==> config.mk <==
export PLATFORM = sky130hd
export DESIGN_NAME = rcs_queue
export DESIGN_NICKNAME = d
export VERILOG_FILES = /design/src/rtl/core/raster_coverage_stats_defines.svh /design/src/rtl/core/rcs_pkg.sv /design/src/rtl/core/rcs_queue.sv
export SDC_FILE = /design/constraint.sdc
export NUM_CORES = 1
export LEC_CHECK = 0
export BUFFER_PORTS_ARGS = -buffer_cell sky130_fd_sc_hd__buf_4
export CORE_ASPECT_RATIO = 0.6
export CORE_MARGIN = 2
export CORE_UTILIZATION = 50
export DETAILED_ROUTE_END_ITERATION = 12
export PLACE_DENSITY = 0.71
export RECOVER_POWER = 50
export SLEW_MARGIN = 20
export SYNTH_ARGS = -nofsm -noshare
export SYNTH_HDL_FRONTEND = slang
export SYNTH_SLANG_ARGS = --single-unit
==> constraint.sdc <==
create_clock -name clock -period 2.7 [get_ports clock]
set_input_delay 0.135 -clock clock [delete_from_list [all_inputs] [get_ports clock]]
set_output_delay 0.135 -clock clock [all_outputs]
set_load 0.03 [all_outputs]
==> src/rtl/core/raster_coverage_stats_defines.svh <==
// Assertion macros for the coverage statistics RTL.
// Included by files that carry concurrent assertions; no other dependencies.
`ifndef RASTER_COVERAGE_STATS_DEFINES_SVH
`define RASTER_COVERAGE_STATS_DEFINES_SVH

`ifndef SYNTHESIS
`define RCS_ASSERT_IMPL(label, clk, rst, ante, cons) \
   label: assert property (@(posedge clk) disable iff (rst) (ante) |-> (cons)) \
      else $error("assertion failed in %m");
`define RCS_ASSERT_NEXT(label, clk, rst, ante, cons) \
   label: assert property (@(posedge clk) disable iff (rst) (ante) |=> (cons)) \
      else $error("assertion failed in %m");
`else
`define RCS_ASSERT_IMPL(label, clk, rst, ante, cons)
`define RCS_ASSERT_NEXT(label, clk, rst, ante, cons)
`endif

`endif

==> src/rtl/core/rcs_pkg.sv <==
// Shared constants, types and saturating arithmetic for the coverage statistics block.
// No dependencies; imported by every module of the block.
package rcs_pkg;

   localparam int MAX_WIDTH      = 4096;
   localparam int MAX_HEIGHT     = 4096;
   localparam int COUNT_BITS     = 16;
   localparam int FRAG_BITS      = 16;
   localparam int REG_BITS       = 13;
   localparam int COL_BITS       = $clog2(MAX_WIDTH);
   localparam int WIDTH_BITS     = $clog2(MAX_WIDTH + 1);
   localparam int ROW_BITS       = $clog2(MAX_HEIGHT);
   localparam int HEIGHT_BITS    = $clog2(MAX_HEIGHT + 1);
   localparam int SUM_BITS       = 48;
   localparam int TALLY_BITS     = 25;
   localparam int CSR_INDEX_BITS = 4;
   localparam int RESET_WIDTH    = 512;
   localparam int RESET_HEIGHT   = 512;
   localparam int QUEUE_DEPTH    = 4;
   localparam int QPTR_BITS      = $clog2(QUEUE_DEPTH);

   localparam logic [CSR_INDEX_BITS-1:0] CSR_FRAME_WIDTH  = CSR_INDEX_BITS'(0);
   localparam logic [CSR_INDEX_BITS-1:0] CSR_FRAME_HEIGHT = CSR_INDEX_BITS'(1);

   typedef struct packed {
      logic [WIDTH_BITS-1:0]  width;
      logic [HEIGHT_BITS-1:0] height;
   } frame_geom_type;

   // One pixel as classified by the front end.
   typedef struct packed {
      logic [COUNT_BITS-1:0] count;
      logic [COL_BITS-1:0]   col;
      logic                  row_ge1;
      logic                  row_ge2;
      logic                  row_is1;
      logic                  col_ge1;
      logic                  col_ge2;
      logic                  last_col;
      logic                  last_pixel;
   } pixel_item_type;

   function automatic logic [SUM_BITS-1:0] sat_add_sum(input logic [SUM_BITS-1:0] a,
                                                       input logic [COUNT_BITS-1:0] b);
      logic [SUM_BITS:0] s;
      s = {1'b0, a} + (SUM_BITS + 1)'(b);
      return s[SUM_BITS] ? {SUM_BITS{1'b1}} : s[SUM_BITS-1:0];
   endfunction

   function automatic logic [TALLY_BITS-1:0] sat_add_tally(input logic [TALLY_BITS-1:0] a,
                                                           input logic [1:0] b);
      logic [TALLY_BITS:0] s;
      s = {1'b0, a} + (TALLY_BITS + 1)'(b);
      return s[TALLY_BITS] ? {TALLY_BITS{1'b1}} : s[TALLY_BITS-1:0];
   endfunction

endpackage

==> src/rtl/core/rcs_queue.sv <==
// Short register queue of classified pixels between the front and back ends.
// Depends on rcs_pkg.
module rcs_queue import rcs_pkg::*; (
   input  logic           clock,
   input  logic           reset,
   input  logic           push,
   input  pixel_item_type push_item,
   input  logic           pop,
   output logic           full,
   output logic           not_empty,
   output pixel_item_type head
);

   pixel_item_type         entry_ff [QUEUE_DEPTH];
   logic [QPTR_BITS-1:0]   wr_ptr_ff, wr_ptr_in;
   logic [QPTR_BITS-1:0]   rd_ptr_ff, rd_ptr_in;
   logic [QPTR_BITS:0]     fill_ff, fill_in;

   assign full      = fill_ff == (QPTR_BITS + 1)'(QUEUE_DEPTH);
   assign not_empty = fill_ff != '0;
   assign head      = entry_ff[rd_ptr_ff];

   always_comb begin
      wr_ptr_in = wr_ptr_ff;
      rd_ptr_in = rd_ptr_ff;
      fill_in   = fill_ff;
      if (push) begin
         wr_ptr_in = (int'(wr_ptr_ff) == QUEUE_DEPTH - 1) ? '0 : wr_ptr_ff + QPTR_BITS'(1);
      end
      if (pop) begin
         rd_ptr_in = (int'(rd_ptr_ff) == QUEUE_DEPTH - 1) ? '0 : rd_ptr_ff + QPTR_BITS'(1);
      end
      if (push && !pop) begin
         fill_in = fill_ff + (QPTR_BITS + 1)'(1);
      end else if (pop && !push) begin
         fill_in = fill_ff - (QPTR_BITS + 1)'(1);
      end
   end

   always_ff @(posedge clock) begin
      if (push) begin
         entry_ff[wr_ptr_ff] <= push_item;
      end
   end

   always_ff @(posedge clock) begin
      if (reset) begin
         wr_ptr_ff <= '0;
         rd_ptr_ff <= '0;
         fill_ff   <= '0;
      end else begin
         wr_ptr_ff <= wr_ptr_in;
         rd_ptr_ff <= rd_ptr_in;
         fill_ff   <= fill_in;
      end
   end

endmodule

# ---- Word-level counts from Yosys, hierarchy flattened
# Memory sizes are Yosys's and may differ from the RTL's. A register that Yosys moved wholly into a read port is not among the register bits.
# Index checks and enable logic that the tools add are counted.
dict set report word_totals {
  ff_bits 7
  ramBits 140
  input_bits 39
  out_inout_bits 37
  elab_cells 25
  n_memories 1
}
# name depth width rd rd_clocked_by_memory_dff wr line_no
set memory_table {}
lappend memory_table {entry_ff 4 35 1 1 1 rcs_queue.sv:14} ;# pixel_item_type entry_ff [QUEUE_DEPTH];
dict set report classes {
  add_sub_neg 4
  n_eq_ne 3
  muxes 8
  n_reduce_logical 6
}
# operator count
set op_table {}
lappend op_table {{2-bit two-way mux} 4}
lappend op_table {{3-bit two-way mux} 2}
lappend op_table {{2-bit by 1-bit adder with 2-bit output, second input constant} 2}
lappend op_table {{2-bit by 1-bit equality test with 1-bit output, second input constant} 2}
lappend op_table {{3-bit by 1-bit adder with 3-bit output, second input constant} 1}
lappend op_table {{3-bit equality test, second input constant} 1}
lappend op_table {{3-bit nonzero test} 1}
lappend op_table {{3-bit by 1-bit subtractor with 3-bit output, second input constant} 1}
lappend op_table {{1-bit logical AND} 2}
lappend op_table {{1-bit zero test} 2}
lappend op_table {{1-bit two-way mux} 2}
lappend op_table {{2-bit nonzero test} 1}

# ---- Depth between registers and ports, before layout
dict set report logic_depth {
  word_depth 4
  depth_mapped 7
  depth_no_buf 7
}

# ---- Worst setup path after synthesis
# OpenSTA, ideal clock, no wires.
dict set report synth_timing {
  path_type {flip-flop to flip-flop}
  startpoint {register wr_ptr_ff[0]}
  endpoint {memory entry_ff[3][0] (netlist bit), enable pin}
  t_arrival_ps 1407
  required_time_ps 2305
  slack_ps 897
  stages_incl_launch_ff 3
  n_path_buf 0
  cell_sequence {dfxtp_1 ha_1 and2_1}
}
# item line_no
set synth_rtl {}
lappend synth_rtl {{from (decl)} rcs_queue.sv:15} ;# logic [QPTR_BITS-1:0] wr_ptr_ff, wr_ptr_in;
lappend synth_rtl {{from (signal assigned)} rcs_queue.sv:52} ;# wr_ptr_ff <= wr_ptr_in;
lappend synth_rtl {{to (decl)} rcs_queue.sv:14}
# No word-level cell before the write port.

==> metrics.md <==
| Metric | Value |
|---|---|
| P_leak | 2.44 nW |
| DP HPWL | 6230 um |
| Setup CP Type | flip-flop to primary output |
| Core Region | 0.0107 mm2 |
| Dpl cell area | 0.00629 mm2 |
| All-Layer GR Usage | 0.184 |
| Crit end category | primary output |
| NetSw | 0.00137 W |
| Final Hold Vio Count | 0 |
| Critical Path Start Type | flip-flop |
| Largest net degree at the start of global routing | 36 |
| Clock slew at reported path FFs | 0.06 ns |
| Syn avg cell area | 24.4 um2 |
| Vias in the first global route | 2920 |
| Yosys reg bits | 149 |
| Unrepaired setup endpoints after global routing | no |
| Register area | 0.00439 mm2 |
| Gate power share | 0.111 |
| Wire length per cell | 19.9 um |
| Synthesized instance count | 227 |
| Area Overhead vs Synth | 28.7% |
| DIE HEIGHT | 85.6 um |
| Syn nets | 273 |
| Fillers | 723 |
| Mux contribution to synthesized area | 0.153 |
| Largest family of logic cells by synthesized area | multiplexers |
| Share of the synthesized area in the top cell type | 0.758 |
| Number of max-cap violations | 0 |
| Number of DRC markers in iteration 0 | 164 |
| Initial core utilization | 0.520 |
| Post-layout instance area | 0.00714 mm2 |
| Tmin final | 2.28 ns |
| Synth Warn # | 0 |
| Gp weighted congestion | 0.721 |
| Clock Power Share | 0.422 |
| Switching portion of total power | 0.237 |
| Vias/cell | 5.31 |
| N_diodes | 0 |
| Flop pwr share | 0.467 |
| Seq/Total Area, Yosys | 0.791 |
| Worst Skew | 0.00672 ns |
| Fin nets | 403 |
| DRT Pass-1 Iters | 6 |
| Synthesized cell area | 0.00554 mm2 |
| Measured slew at the worst slew-check pin | 1.32 ns |
| Area share of fa/ha/maj cells after synthesis | 0.0172 |
| Setup WS pre-CTS | 0.825 ns |
| CP max FO | 16 |
| Fin crit share | 0.843 |
| Crit path required time | 2.57 ns |
| Via Count | 2705 |
| Synth Area in XOR/XNOR | 0.00316 |
| H-tree depth | 4 |
| Post-synth top area cell | edfxtp_1 |
| Post-synth cell types | 19 |
| First-pass GRT wire length | 15800 um |
| Status | completed |
| Skew-Pair Late Insertion Delay | 0.41 ns |
| P_int | 0.00441 W |
| Post-Synth Simple-Gate Area | 0.0142 |
| DIE WIDTH | 140 um |
| Worst endpoint data arrival time | 2.14 ns |
| Synth top area cells | edfxtp_1 (76%), mux4_2 (12%), dfxtp_1 (3.2%), mux4_1 (2.4%), ha_1 (1.4%) |
| PD cells | 809 mW/mm2 |
| Total grt overflow | 0 |
| Row count | 29 |
| Port-buffer cells | 75 |
| Area of the multi-input gates | 0.00106 mm2 |
| Num CTS Buffers | 17 |
| Max VDD drop | 0.523 mV |
| Hold WC Path Type | primary input to flip-flop |
| Number of top-level pins | 76 |
| Max Root-Sink Buffers | 2 |
| Compound-Gate Fraction of Synth Area | 0.00271 |
| Clock sinks | 149 |
| Routed WL | 10100 um |
| Initial antenna violation count | 0 |
| # setup viols final | 0 |
| ANT nets after route | 0 |
| Residual DRC count | 0 |
| Full die area | 0.0120 mm2 |
| CTS root buf | clkbuf_16 |
| Layout cells sized above 1 | 0.308 |
| Final Slew Violations | 0 |
| Final worst slack | 0.423 ns |
| FMAX | 439 MHz |
| Slew headroom | 0.119 |
| CTS tree | yes |
| Final design utilization | 0.669 |
| Setup Total Neg Slack | 0 ns |
repair_timing:
item / in CTS / in global routing
hold buffers: 36 / 0
setup buffers: 0 / 0
resized for setup: 0 / 0
hold endpoints to repair: 149 / 0
layout make-up:
type,count,area share
multi-input cells,66,0.148
well taps,139,0.0244
clock inverters,15,0.0270
inverters,4,0.00210
clock buffers,17,0.0596
flip-flops and latches,149,0.615
repair buffers,119,0.124
power groups by stage:
stage | Clock (W) | Sequential (W) | Combinational [W]
2_1_floorplan | 0 | 0.00272 | 0.000401
3_3_place_gp | 0 | 0.00274 | 0.000616
6_report | 0.00243 | 0.00270 | 0.000641
3_5_place_dp | 0 | 0.00275 | 0.000629
4_1_cts | 0.00247 | 0.00270 | 0.000674
5_1_grt | 0.00258 | 0.00271 | 0.000682
final timing paths:
| path | from | end | slack (ns) | cells after the start |
|---|---|---|---|---|
| worst max-delay path | flip-flop | head[18] | 0.42 | 3 |
| worst min-delay path | pop | flip-flop | 0.03 | 3 |
| worst max register to register | wr_ptr_ff[0] | entry_ff[1][30] | 0.50 | 3 |
| worst min register to register | fill_ff[2] | fill_ff[2] | 0.52 | 2 |
kinds of logic (layout without fill, tap and decap cells):
| family | after synthesis | in the layout |
|---|---|---|
| flip-flops | 149 | 149 |
| multiplexers | 39 | 39 |
| AND/OR/NAND/NOR | 15 | 15 |
| buffers and inverters | 12 | 155 |
| adder cells (fa/ha/maj) | 7 | 7 |
| AO/OA/AOI/OAI | 3 | 3 |
| XOR/XNOR | 2 | 2 |
synth_stat cells, drive strengths merged:
cell type,count
xor2,2
or3,2
clkbuf,1
nor2,7
nor3b,2
mux4,35
ha,6
fa,1
mux2i,4
edfxtp,140
buf,7
inv,4
o21ai,1
and2,4
dfxtp,9
a21oi,2
layer usage:
| metal | GRT usage | vias to the layer above | part of all wire |
|---|---|---|---|
| met5 | 0 | - | 0 |
| met4 | 0.0491 | 0 | 0.0059 |
| met3 | 0.0676 | 8 | 0.048 |
| met2 | 0.294 | 71 | 0.49 |
| met1 | 0.245 | 1405 | 0.45 |
| li1 | - | 1221 | - |
layout by cell type, fill, tap and decap left out, drive strengths merged:
cell type / synthesis / layout
bufinv: 0 / 3
clkbuf: 1 / 53
nor3b: 2 / 2
xor2: 2 / 2
clkinv: 0 / 2
buf: 7 / 47
inv: 4 / 11
dfxtp: 9 / 9
a21oi: 2 / 2
fa: 1 / 1
mux2i: 4 / 4
clkinvlp: 0 / 3
mux4: 35 / 35
or3: 2 / 2
nor2: 7 / 7
dlygate4sd3: 0 / 36
ha: 6 / 6
o21ai: 1 / 1
and2: 4 / 4
edfxtp: 140 / 140
sequential cells by signal (all words and copies together), names as in the netlist, named ones only:
register   count
entry_ff     140
fill_ff        3
rd_ptr_ff      2
wr_ptr_ff      2
critical path, cell delays in order (launching register included):
cell,delay [ns]
dfxtp_2,0.70
buf_12,0.26
mux4_2,0.57
buf_4,0.20
stage by stage:
step / power [W] / hold WS [ns] / cells
after detailed placement: 0.00338 / 0.338 / 441
after floorplan: 0.00312 / 0.204 / 227
final: 0.00577 / 0.0347 / 509
after CTS: 0.00584 / 0.0185 / 509
after global placement: 0.00336 / 0.336 / 441
after global routing: 0.00597 / 0.0418 / 509
(Power assumes the default switching activity.)
