<file path="src/rtl/core/raster_coverage_stats_defines.svh">
// Assertion macros for the coverage statistics RTL.
// Included by files that carry concurrent assertions; no other dependencies.
`ifndef RASTER_COVERAGE_STATS_DEFINES_SVH
`define RASTER_COVERAGE_STATS_DEFINES_SVH

`ifndef SYNTHESIS
`define RCS_ASSERT_IMPL(label, clk, rst, ante, cons) \
   label: assert property (@(posedge clk) disable iff (rst) (ante) |-> (cons)) \
      else $error("assertion failed in %m");
`define RCS_ASSERT_NEXT(label, clk, rst, ante, cons) \
   label: assert property (@(posedge clk) disable iff (rst) (ante) |=> (cons)) \
      else $error("assertion failed in %m");
`else
`define RCS_ASSERT_IMPL(label, clk, rst, ante, cons)
`define RCS_ASSERT_NEXT(label, clk, rst, ante, cons)
`endif

`endif

</file>
<file path="src/rtl/core/rcs_pkg.sv">
// Shared constants, types and saturating arithmetic for the coverage statistics block.
// No dependencies; imported by every module of the block.
package rcs_pkg;

   localparam int MAX_WIDTH      = 4096;
   localparam int MAX_HEIGHT     = 4096;
   localparam int COUNT_BITS     = 16;
   localparam int FRAG_BITS      = 16;
   localparam int REG_BITS       = 13;
   localparam int COL_BITS       = $clog2(MAX_WIDTH);
   localparam int WIDTH_BITS     = $clog2(MAX_WIDTH + 1);
   localparam int ROW_BITS       = $clog2(MAX_HEIGHT);
   localparam int HEIGHT_BITS    = $clog2(MAX_HEIGHT + 1);
   localparam int SUM_BITS       = 48;
   localparam int TALLY_BITS     = 25;
   localparam int CSR_INDEX_BITS = 4;
   localparam int RESET_WIDTH    = 512;
   localparam int RESET_HEIGHT   = 512;
   localparam int QUEUE_DEPTH    = 4;
   localparam int QPTR_BITS      = $clog2(QUEUE_DEPTH);

   localparam logic [CSR_INDEX_BITS-1:0] CSR_FRAME_WIDTH  = CSR_INDEX_BITS'(0);
   localparam logic [CSR_INDEX_BITS-1:0] CSR_FRAME_HEIGHT = CSR_INDEX_BITS'(1);

   typedef struct packed {
      logic [WIDTH_BITS-1:0]  width;
      logic [HEIGHT_BITS-1:0] height;
   } frame_geom_type;

   // One pixel as classified by the front end.
   typedef struct packed {
      logic [COUNT_BITS-1:0] count;
      logic [COL_BITS-1:0]   col;
      logic                  row_ge1;
      logic                  row_ge2;
      logic                  row_is1;
      logic                  col_ge1;
      logic                  col_ge2;
      logic                  last_col;
      logic                  last_pixel;
   } pixel_item_type;

   function automatic logic [SUM_BITS-1:0] sat_add_sum(input logic [SUM_BITS-1:0] a,
                                                       input logic [COUNT_BITS-1:0] b);
      logic [SUM_BITS:0] s;
      s = {1'b0, a} + (SUM_BITS + 1)'(b);
      return s[SUM_BITS] ? {SUM_BITS{1'b1}} : s[SUM_BITS-1:0];
   endfunction

   function automatic logic [TALLY_BITS-1:0] sat_add_tally(input logic [TALLY_BITS-1:0] a,
                                                           input logic [1:0] b);
      logic [TALLY_BITS:0] s;
      s = {1'b0, a} + (TALLY_BITS + 1)'(b);
      return s[TALLY_BITS] ? {TALLY_BITS{1'b1}} : s[TALLY_BITS-1:0];
   endfunction

endpackage

</file>
<file path="src/rtl/core/rcs_front.sv">
// Front end: frame registers, raster position tracking and pixel classification.
// Depends on rcs_pkg; feeds rcs_queue.
module rcs_front import rcs_pkg::*; (
   input  logic                      clock,
   input  logic                      reset,
   input  logic                      req_valid,
   output logic                      req_stall,
   input  logic [FRAG_BITS-1:0]      req_frag_count,
   input  logic                      csr_valid,
   output logic                      csr_ready,
   input  logic [CSR_INDEX_BITS-1:0] csr_index,
   input  logic [REG_BITS-1:0]       csr_wdata,
   input  logic                      q_full,
   output logic                      q_push,
   output pixel_item_type            q_item,
   output frame_geom_type            geom,
   output logic                      frame_clear
);

   logic [REG_BITS-1:0] frame_width_ff, frame_width_in;
   logic [REG_BITS-1:0] frame_height_ff, frame_height_in;
   logic [COL_BITS-1:0] col_ff, col_in;
   logic [ROW_BITS-1:0] row_ff, row_in;
   logic                wr_width, wr_height, accept, last_col, last_row;

   assign csr_ready   = 1'b1;
   assign wr_width    = csr_valid && (csr_index == CSR_FRAME_WIDTH);
   assign wr_height   = csr_valid && (csr_index == CSR_FRAME_HEIGHT);
   assign frame_clear = wr_width || wr_height;

   // Out-of-range sizes are clamped: zero acts as one, oversize as the maximum.
   always_comb begin
      priority if (frame_width_ff == '0) begin
         geom.width = WIDTH_BITS'(1);
      end else if (int'(frame_width_ff) > MAX_WIDTH) begin
         geom.width = WIDTH_BITS'(MAX_WIDTH);
      end else begin
         geom.width = WIDTH_BITS'(frame_width_ff);
      end
      priority if (frame_height_ff == '0) begin
         geom.height = HEIGHT_BITS'(1);
      end else if (int'(frame_height_ff) > MAX_HEIGHT) begin
         geom.height = HEIGHT_BITS'(MAX_HEIGHT);
      end else begin
         geom.height = HEIGHT_BITS'(frame_height_ff);
      end
   end

   assign req_stall = q_full;
   assign accept    = req_valid && !q_full;
   assign q_push    = accept;

   assign last_col = (WIDTH_BITS'(col_ff) + WIDTH_BITS'(1)) == geom.width;
   assign last_row = (HEIGHT_BITS'(row_ff) + HEIGHT_BITS'(1)) == geom.height;

   always_comb begin
      q_item.count      = req_frag_count[COUNT_BITS-1:0];
      q_item.col        = col_ff;
      q_item.row_ge1    = row_ff != '0;
      q_item.row_ge2    = row_ff[ROW_BITS-1:1] != '0;
      q_item.row_is1    = row_ff == ROW_BITS'(1);
      q_item.col_ge1    = col_ff != '0;
      q_item.col_ge2    = col_ff[COL_BITS-1:1] != '0;
      q_item.last_col   = last_col;
      q_item.last_pixel = last_col && last_row;
   end

   always_comb begin
      frame_width_in  = wr_width ? csr_wdata : frame_width_ff;
      frame_height_in = wr_height ? csr_wdata : frame_height_ff;
      col_in = col_ff;
      row_in = row_ff;
      priority if (frame_clear) begin
         col_in = '0;
         row_in = '0;
      end else if (accept) begin
         if (last_col) begin
            col_in = '0;
            row_in = last_row ? '0 : row_ff + ROW_BITS'(1);
         end else begin
            col_in = col_ff + COL_BITS'(1);
         end
      end
   end

   always_ff @(posedge clock) begin
      if (reset) begin
         frame_width_ff  <= REG_BITS'(RESET_WIDTH);
         frame_height_ff <= REG_BITS'(RESET_HEIGHT);
         col_ff          <= '0;
         row_ff          <= '0;
      end else begin
         frame_width_ff  <= frame_width_in;
         frame_height_ff <= frame_height_in;
         col_ff          <= col_in;
         row_ff          <= row_in;
      end
   end

endmodule

</file>
<file path="config.mk">
export PLATFORM = sky130hd
export DESIGN_NAME = rcs_front
export DESIGN_NICKNAME = d
export VERILOG_FILES = /design/src/rtl/core/raster_coverage_stats_defines.svh /design/src/rtl/core/rcs_pkg.sv /design/src/rtl/core/rcs_front.sv
export SDC_FILE = /design/constraint.sdc
export NUM_CORES = 1
export LEC_CHECK = 0
export ABC_AREA = 1
export BUFFER_PORTS_ARGS = -buffer_cell sky130_fd_sc_hd__buf_2
export CAP_MARGIN = 15
export CORE_UTILIZATION = 40
export DETAILED_ROUTE_END_ITERATION = 8
export SLEW_MARGIN = 5
export SYNTH_ARGS = -nofsm -noshare
export SYNTH_HDL_FRONTEND = slang
export SYNTH_SLANG_ARGS = --single-unit
</file>
<file path="constraint.sdc">
create_clock -name clock -period 2.58 [get_ports clock]
set_input_delay 0.516 -clock clock [delete_from_list [all_inputs] [get_ports clock]]
set_output_delay 0.516 -clock clock [all_outputs]
set_load 0.01 [all_outputs]
</file>
# Word-level counts from Yosys, hierarchy flattened

Index checks and enable logic that the tools add are counted.

Reduce and logical (&&, ||, !) cells: 15
Muxes and demuxes: 6
Order comparisons: 2
Add/subtract/negate cells: 4
Equal/unequal tests: 4

Operator list:

| cell                  | count |
|---|---|
| $mux 13               | 4 |
| $add 12x1->13 const B | 2 |
| $eq 13x13->1          | 2 |
| $gt 13x13->1 const B  | 2 |
| $logic_not 13->1      | 2 |
| $add 12x1->12 const B | 2 |
| $mux 12               | 2 |
| $reduce_bool 12->1    | 2 |
| $reduce_bool 11->1    | 2 |
| $eq 12x1->1 const B   | 1 |
| $eq 4x1->1 const B    | 1 |
| $logic_and 1x1->1     | 4 |
| $logic_not 4->1       | 1 |
| $reduce_and 2->1      | 1 |
| $reduce_or 2->1       | 1 |
| $logic_not 1->1       | 1 |
| $logic_or 1x1->1      | 1 |

Output and inout port bits: 65
Input port bits: 38
Logic and storage cells: 35
Register bits after elaboration: 50

# Logic depth before layout (Yosys ltp)

Gate-level depths: netlist (run 1).

Word-level depth: 5
Depth in mapped cells: 16
Depth with buffers taken out: 15

# Worst setup path before layout (run 1)

OpenSTA, ideal clock, no wires.

Path kind: register to output
From: register col_ff[1]
To: output q_item[0] (netlist name)
Buffers on the path: 1
Stages on the path, launching flop included: 15
Arrival time: 1.899 ns
Data required time: 2.064 ns
Slack: 0.165 ns
Path through: dfxtp_1 -> ha_1 -> nand3_1 -> nor2_4 -> nand2_1 -> nand2_2 -> nand2_1 -> nand2_1 -> nand2_1 -> nor2_2 -> nand2_2 -> nor2_4 -> nand2_2 -> buf_4 -> nor2_1

RTL lines:

| element                  | RTL line        | RTL |
|---|---|---|
| start: declaration       | rcs_front.sv:22 | `logic [COL_BITS-1:0] col_ff, col_in;` |
| start signal: assignment | rcs_front.sv:95 | `col_ff <= col_in;` |
| end: declaration         | rcs_front.sv:15 | `output pixel_item_type q_item,` |

==> results of run 1 <==
==> repair_timing <==
action / CTS / global route
resized for setup: 50 / 43
setup buffers: 16 / 4
pin swaps: 17 / 12
setup endpoints to repair: 2 / 14
gates cloned: 5 / 0
==> per-layer routing <==
metal	vias to the layer above	share of wire	routed length, um
met1	1794	0.45	4660
met3	18	0.050	523
met4	0	0.019	193
li1	1996	-	-
met2	124	0.48	5050
met5	-	0	0
==> worst paths after layout <==
path	start	end	slack, ns	depth (start not counted)
max	row_ff[0]$_SDFFE_PP0P_	q_item[0]	-0.009	11
min	csr_wdata[9]	frame_width_ff[9]$_SDFFE_PP1P_	0.45	3
max reg2reg	col_ff[1]$_SDFFE_PP0P_	row_ff[1]$_SDFFE_PP0P_	0.31	17
min reg2reg	frame_height_ff[8]$_SDFFE_PP0P_	frame_height_ff[8]$_SDFFE_PP0P_	0.49	2
==> power groups by stage <==
stage / combinational, mW / clock, mW / sequential, mW
finish: 0.189 / 0.498 / 0.788
global route: 0.209 / 0.548 / 0.790
CTS: 0.177 / 0.516 / 0.787
detailed placement: 0.159 / 0 / 0.807
global placement: 0.159 / 0 / 0.806
floorplan: 0.127 / 0 / 0.805
==> cell families (layout without fill, tap and decap cells) <==
kind of cell / count (synthesis) / count (layout) / synth area share
AO/OA/AOI/OAI: 66 / 66 / 0.103
flip-flops: 50 / 50 / 0.278
XOR/XNOR: 7 / 7 / 0.0170
buffers and inverters: 115 / 194 / 0.150
AND/OR/NAND/NOR: 347 / 351 / 0.433
other: 1 / 1 / 0.00104
adder cells (fa/ha/maj): 5 / 5 / 0.0174
==> cell usage in the layout (no fill, tap or decap), types with 2 or more instances in the layout <==
master,n
buf_2,69
nand3_1,35
clkbuf_8,5
inv_2,2
nand2_4,7
clkinv_1,2
nand3_2,11
nand3b_1,5
nand2_2,20
nand2_1,167
inv_1,71
a21oi_1,32
o21ai_2,11
nor3_1,4
nor2_1,63
xor2_1,2
ha_1,3
xor2_2,4
nand3_4,3
nor2_4,5
ha_4,2
nor2_2,13
buf_4,40
nand4_1,12
dfxtp_2,22
dfxtp_4,5
dfxtp_1,23
inv_6,2
o21ai_0,22
==> layout make-up <==
cell class              instances  area [sq um]
fillers                       902          4190
multi-input cells             430          2320
flip-flops and latches         50          1050
repair buffers                109           646
inverters                      76           289
well taps                     108           135
clock buffers                   5          68.8
clock inverters                 3          26.3
repair inverters                1          3.75
==> through the flow <==
step / instances / total power [mW] / hold slack [ns]
CTS: 778 / 1.48 / 0.434
floorplan: 591 / 0.931 / 0.445
global placement: 749 / 0.965 / 0.469
global route: 782 / 1.55 / 0.437
detailed placement: 749 / 0.966 / 0.477
finish: 782 / 1.47 / 0.446
==> registers in the layout, summed over array words and instances (netlist names) <==
| register | flops |
|---|---|
| frame_height_ff | 13 |
| frame_width_ff | 13 |
| col_ff | 12 |
| row_ff | 12 |
==> critical path: cells and delay by family, from the launching register on <==
family	cells	cell delay, ns
adder cells (fa/ha/maj)	1	0.37
buffers and inverters	3	0.36
flip-flops	1	0.37
AND/OR/NAND/NOR	7	0.67
==> impl_metrics.toml, run 1 <==
[clock_tree]
clock-sinks = 50
cts_tree = "done"
hold_buffers = 0
root_buffer = "clkbuf_8"
cts_buffer_depth = 2
clk_pin_slew_ns = 0.11
cts_max_level = 2
clock_latency_ns = 0.31
cts_made_buffers = 5

[synth]
ys.warnings.count = 0
synth_area_sq_um = 3600
synth_edf_count = 0
synth_area_leaders = "dfxtp_1 (28%), nand2_1 (19%), inv_1 (7.7%)"
synth-seq-cells = 50
syn_nets = 634
synthMostInstantiatedCell = "nand2_1"
ys_top_cells_by_count = "nand2_1 (183), inv_1 (74), nor2_1 (74), dfxtp_1 (50), nand3_1 (39)"
synth-main-ff-cell = "dfxtp_1"
ys_types = 30
async_flop_share = 0
seq_area_frac_synth = 0.278
synthCells = 591
yosysTopAreaCell = "dfxtp_1"
syn_avg_cell_area_sq_um = 6.09
synth_top_area_share = 0.278

[timing]
setup_violations = 1
worst_slack_ns = -0.00949
worst_slew_pin_slew_ns = 0.682
drv_slew = 0
fin_crit_sh = 1.00
rsz0062_at_grt = "true"
finalSetupTns_ns = -0.00949
period_minus_slack_ns = 2.59
hold_violations = 0
fmax_ghz = 0.386
max-slew-margin-rel = 0.545
skew_ns = 0.0165

[setup_path]
slowest_delay_ns = 0.37
startpoint_type = "flip-flop"
critical_path.max_fanout = 5
worstPathArrival_ns = 2.07
crit_slowest_cell = "dfxtp_2"
cp-end-kind = "primary output"
path_cells = "buf_4, inv_1, ha_1, nand3b_1, nand2_1, nor2_1, nand2_1, nor2_2, nand2_2, nor2_2, buf_2"
worst-setup-path-type = "reg -> out"
required_ns = 2.06

[pwr]
p_per_area_nw_per_um2 = 325
power_frac_clock = 0.338
switchingPower_uw = 424
leakagePower_nw = 2.29
p_int_mw = 1.05
ir_worst_vdd_v = 0.000329
seq_power_share = 0.534
swShare = 0.288
power_frac_comb = 0.128

[global_routing]
grt_util_met1 = 0.293
grt.busiest_layer = "met2"
grt_start_max_net_pins = 24
antenna_found_initial = 0
grt_use_total = 0.218
grt_pass1_vias = 3521
grtUsageMet2 = 0.365
grt.overflow.total = 0
met3_usage = 0.0311
grt_pass1_wl_mm = 16.9

[outcome]
status = "complete, but fails checks"
violations = "setup timing"

[placed_design]
gp_congestion = 0.905
hpwlAfterDp_mm = 7.75
place_ws_ns = 0.0555
numPortBuffers = 69
post_dp_cell_area_sq_um = 3970

[die]
die_y_um = 96.8
die_w_um = 96.8
ios = 103
initial_core_util = 0.413
coreArea_sq_um = 8720
die_area_sq_um = 9380
row_count = 34

[detailed_routing]
wl_per_cell_um = 13.3
drc_errors = 0
vias = 3932
dr.pass1.iters = 4
drt-initial-drc-count = 136
ant_nets = 0
wirelength_mm = 10.4
vias_per_cell = 5.03

[layout]
fin_util = 0.520
drive_above_1_share = 0.340
fin_nets = 716
syn2layout_area_growth_pct = 26.0
final_area_sq_um = 4530
antenna_cells = 0

[job]
maxCapViolations = 0

[hold_path]
hold_class = "in -> reg"
No activity file was read; power rests on OpenSTA's default activity.
==> run 2: changes to the inputs <==
- SKIP_CTS_REPAIR_TIMING: not set -> 1
==> impl_metrics.toml, run 2 (synthesis gave the netlist of run 1 again) <==
[timing]
max-slew-margin-rel = 0.541
period_minus_slack_ns = 2.68
fmax_ghz = 0.373
drv_slew = 0
hold_violations = 0
whs_ns = 0.440
worst_slack_ns = -0.101
rsz0062_at_grt = "true"
skew_ns = 0.0184
finalSetupTns_ns = -0.178
fin_crit_sh = 1.04
worst_slew_pin_slew_ns = 0.688
setup_violations = 2

[layout]
syn2layout_area_growth_pct = 22.0
final_common_cell = "nand2_1"
top_regs = "frame_height_ff: 13 flops, frame_width_ff: 13 flops"
fin_nets = 708
final_area_sq_um = 4390
fin_util = 0.503
antenna_cells = 0
drive_above_1_share = 0.312
fin_cells = 774
layout_common_cells = "nand2_1 (167), inv_1 (72), buf_2 (69)"

[setup_path]
critical_path_depth = 14
cpMostUsedCell = "nand2_2"
cp-end-kind = "primary output"
worst-setup-path-type = "reg -> out"
required_ns = 2.06
cp_top_family = "simple AND/OR/NAND/NOR gates"
slowest_delay_ns = 0.40
worstPathBufferInverterCount = 1
path_cells = "ha_4, nand3_4, nor2_4, nand2_1, nand2_2, nand2_2, nand2_2, nand2_2, nor2_2, nand2_2, nor2_4, nand2_4, nor2_2, buf_2"
startpoint_type = "flip-flop"
critical_path.max_fanout = 7
crit_slowest_cell = "dfxtp_4"
worstPathArrival_ns = 2.17
rr_worst_depth = 13

[detailed_routing]
drt-initial-drc-count = 127
dr.max_layer_used = "met4"
routed-wl-met2_mm = 4.87
met3_wirelength_um = 470
drc_errors = 0
wl_per_cell_um = 13.3
vias_per_cell = 4.98
ant_nets = 0
wirelength_mm = 10.3
met1_length_mm = 4.77
dr.pass1.iters = 5
vias = 3856

[die]
initial_core_util = 0.413
coreArea_sq_um = 8720
die_area_sq_um = 9380
die_w_um = 96.8
die_y_um = 96.8
row_count = 34
ios = 103

[clock_tree]
cts_made_buffers = 5
root_buffer = "clkbuf_8"
clock_latency_ns = 0.32
cts_max_level = 2
cts_buffer_depth = 2
cts_tree = "done"
clock-sinks = 50
clk_pin_slew_ns = 0.11

[outcome]
violations = "setup timing"
status = "complete, but fails checks"

[pwr]
leakagePower_nw = 2.24
ir_worst_vdd_v = 0.000333
power_mw = 1.47
p_per_area_nw_per_um2 = 335

[global_routing]
grt_pass1_wl_mm = 16.0
grt.overflow.total = 0
grt_use_total = 0.207
grt_start_max_net_pins = 24
antenna_found_initial = 0
grt_pass1_vias = 3314

[hold_path]
min_path_cells = 3
hold_class = "in -> reg"

[job]
maxCapViolations = 0

[placed_design]
post_dp_cell_area_sq_um = 3970
numPortBuffers = 69
place_inst = 749
place_ws_ns = 0.0555
hpwlAfterDp_mm = 7.75
gp_congestion = 0.905
run 2: cell count changes in the layout (fill, tap and decap cells not counted), moves of 2 or more:
cell and change:
nor2_4 -2, nand3_4 -2, clkinvlp_4 +2, dfxtp_2 -5, dfxtp_1 +7, buf_4 -6, nor2_1 +3, dfxtp_4 -2
nand2_2 -2
run 2: worst paths after layout:
| kind | from | end | slack [ns] |
|---|---|---|---|
| worst max-delay path | col_ff[1]$_SDFFE_PP0P_ | q_item[0] | -0.10 |
| worst min register to register | frame_height_ff[8]$_SDFFE_PP0P_ | frame_height_ff[8]$_SDFFE_PP0P_ | 0.49 |
| worst max register to register | col_ff[2]$_SDFFE_PP0P_ | row_ff[11]$_SDFFE_PP0P_ | 0.10 |
| worst min-delay path | csr_wdata[9] | frame_width_ff[9]$_SDFFE_PP1P_ | 0.44 |
run 2: where the power goes:
group	internal (mW)	switching, mW	leakage (nW)
Combinational	0.0676	0.112	1.78
Clock	0.200	0.302	0.0491
Sequential	0.779	0.0106	0.415
run 2: final cells by class:
type / instances / area [sq um]
fillers: 908 / 4330
multi-input cells: 428 / 2230
flip-flops and latches: 50 / 1030
repair buffers: 103 / 601
inverters: 76 / 289
well taps: 108 / 135
clock buffers: 5 / 68.8
clock inverters: 3 / 26.3
repair inverters: 1 / 7.51
run 2: metal layers:
layer,vias up,GRT usage
li1,1981,-
met1,1761,0.280
met2,102,0.353
met3,12,0.0303
met4,0,0.0321
met5,-,0
run 2: worst register-to-register path, cell delays in order (launching register included):
cell and delay (ns):
dfxtp_4 0.42, nand3_2 0.19, clkinvlp_4 0.18, nand3_1 0.08, nand2_1 0.06, nand2_1 0.11, nand3_1 0.11, nand2_1 0.05
nor2_1 0.08, nand2_1 0.11, nor2_4 0.15, buf_4 0.13, nand4_2 0.38, o21ai_0 0.32
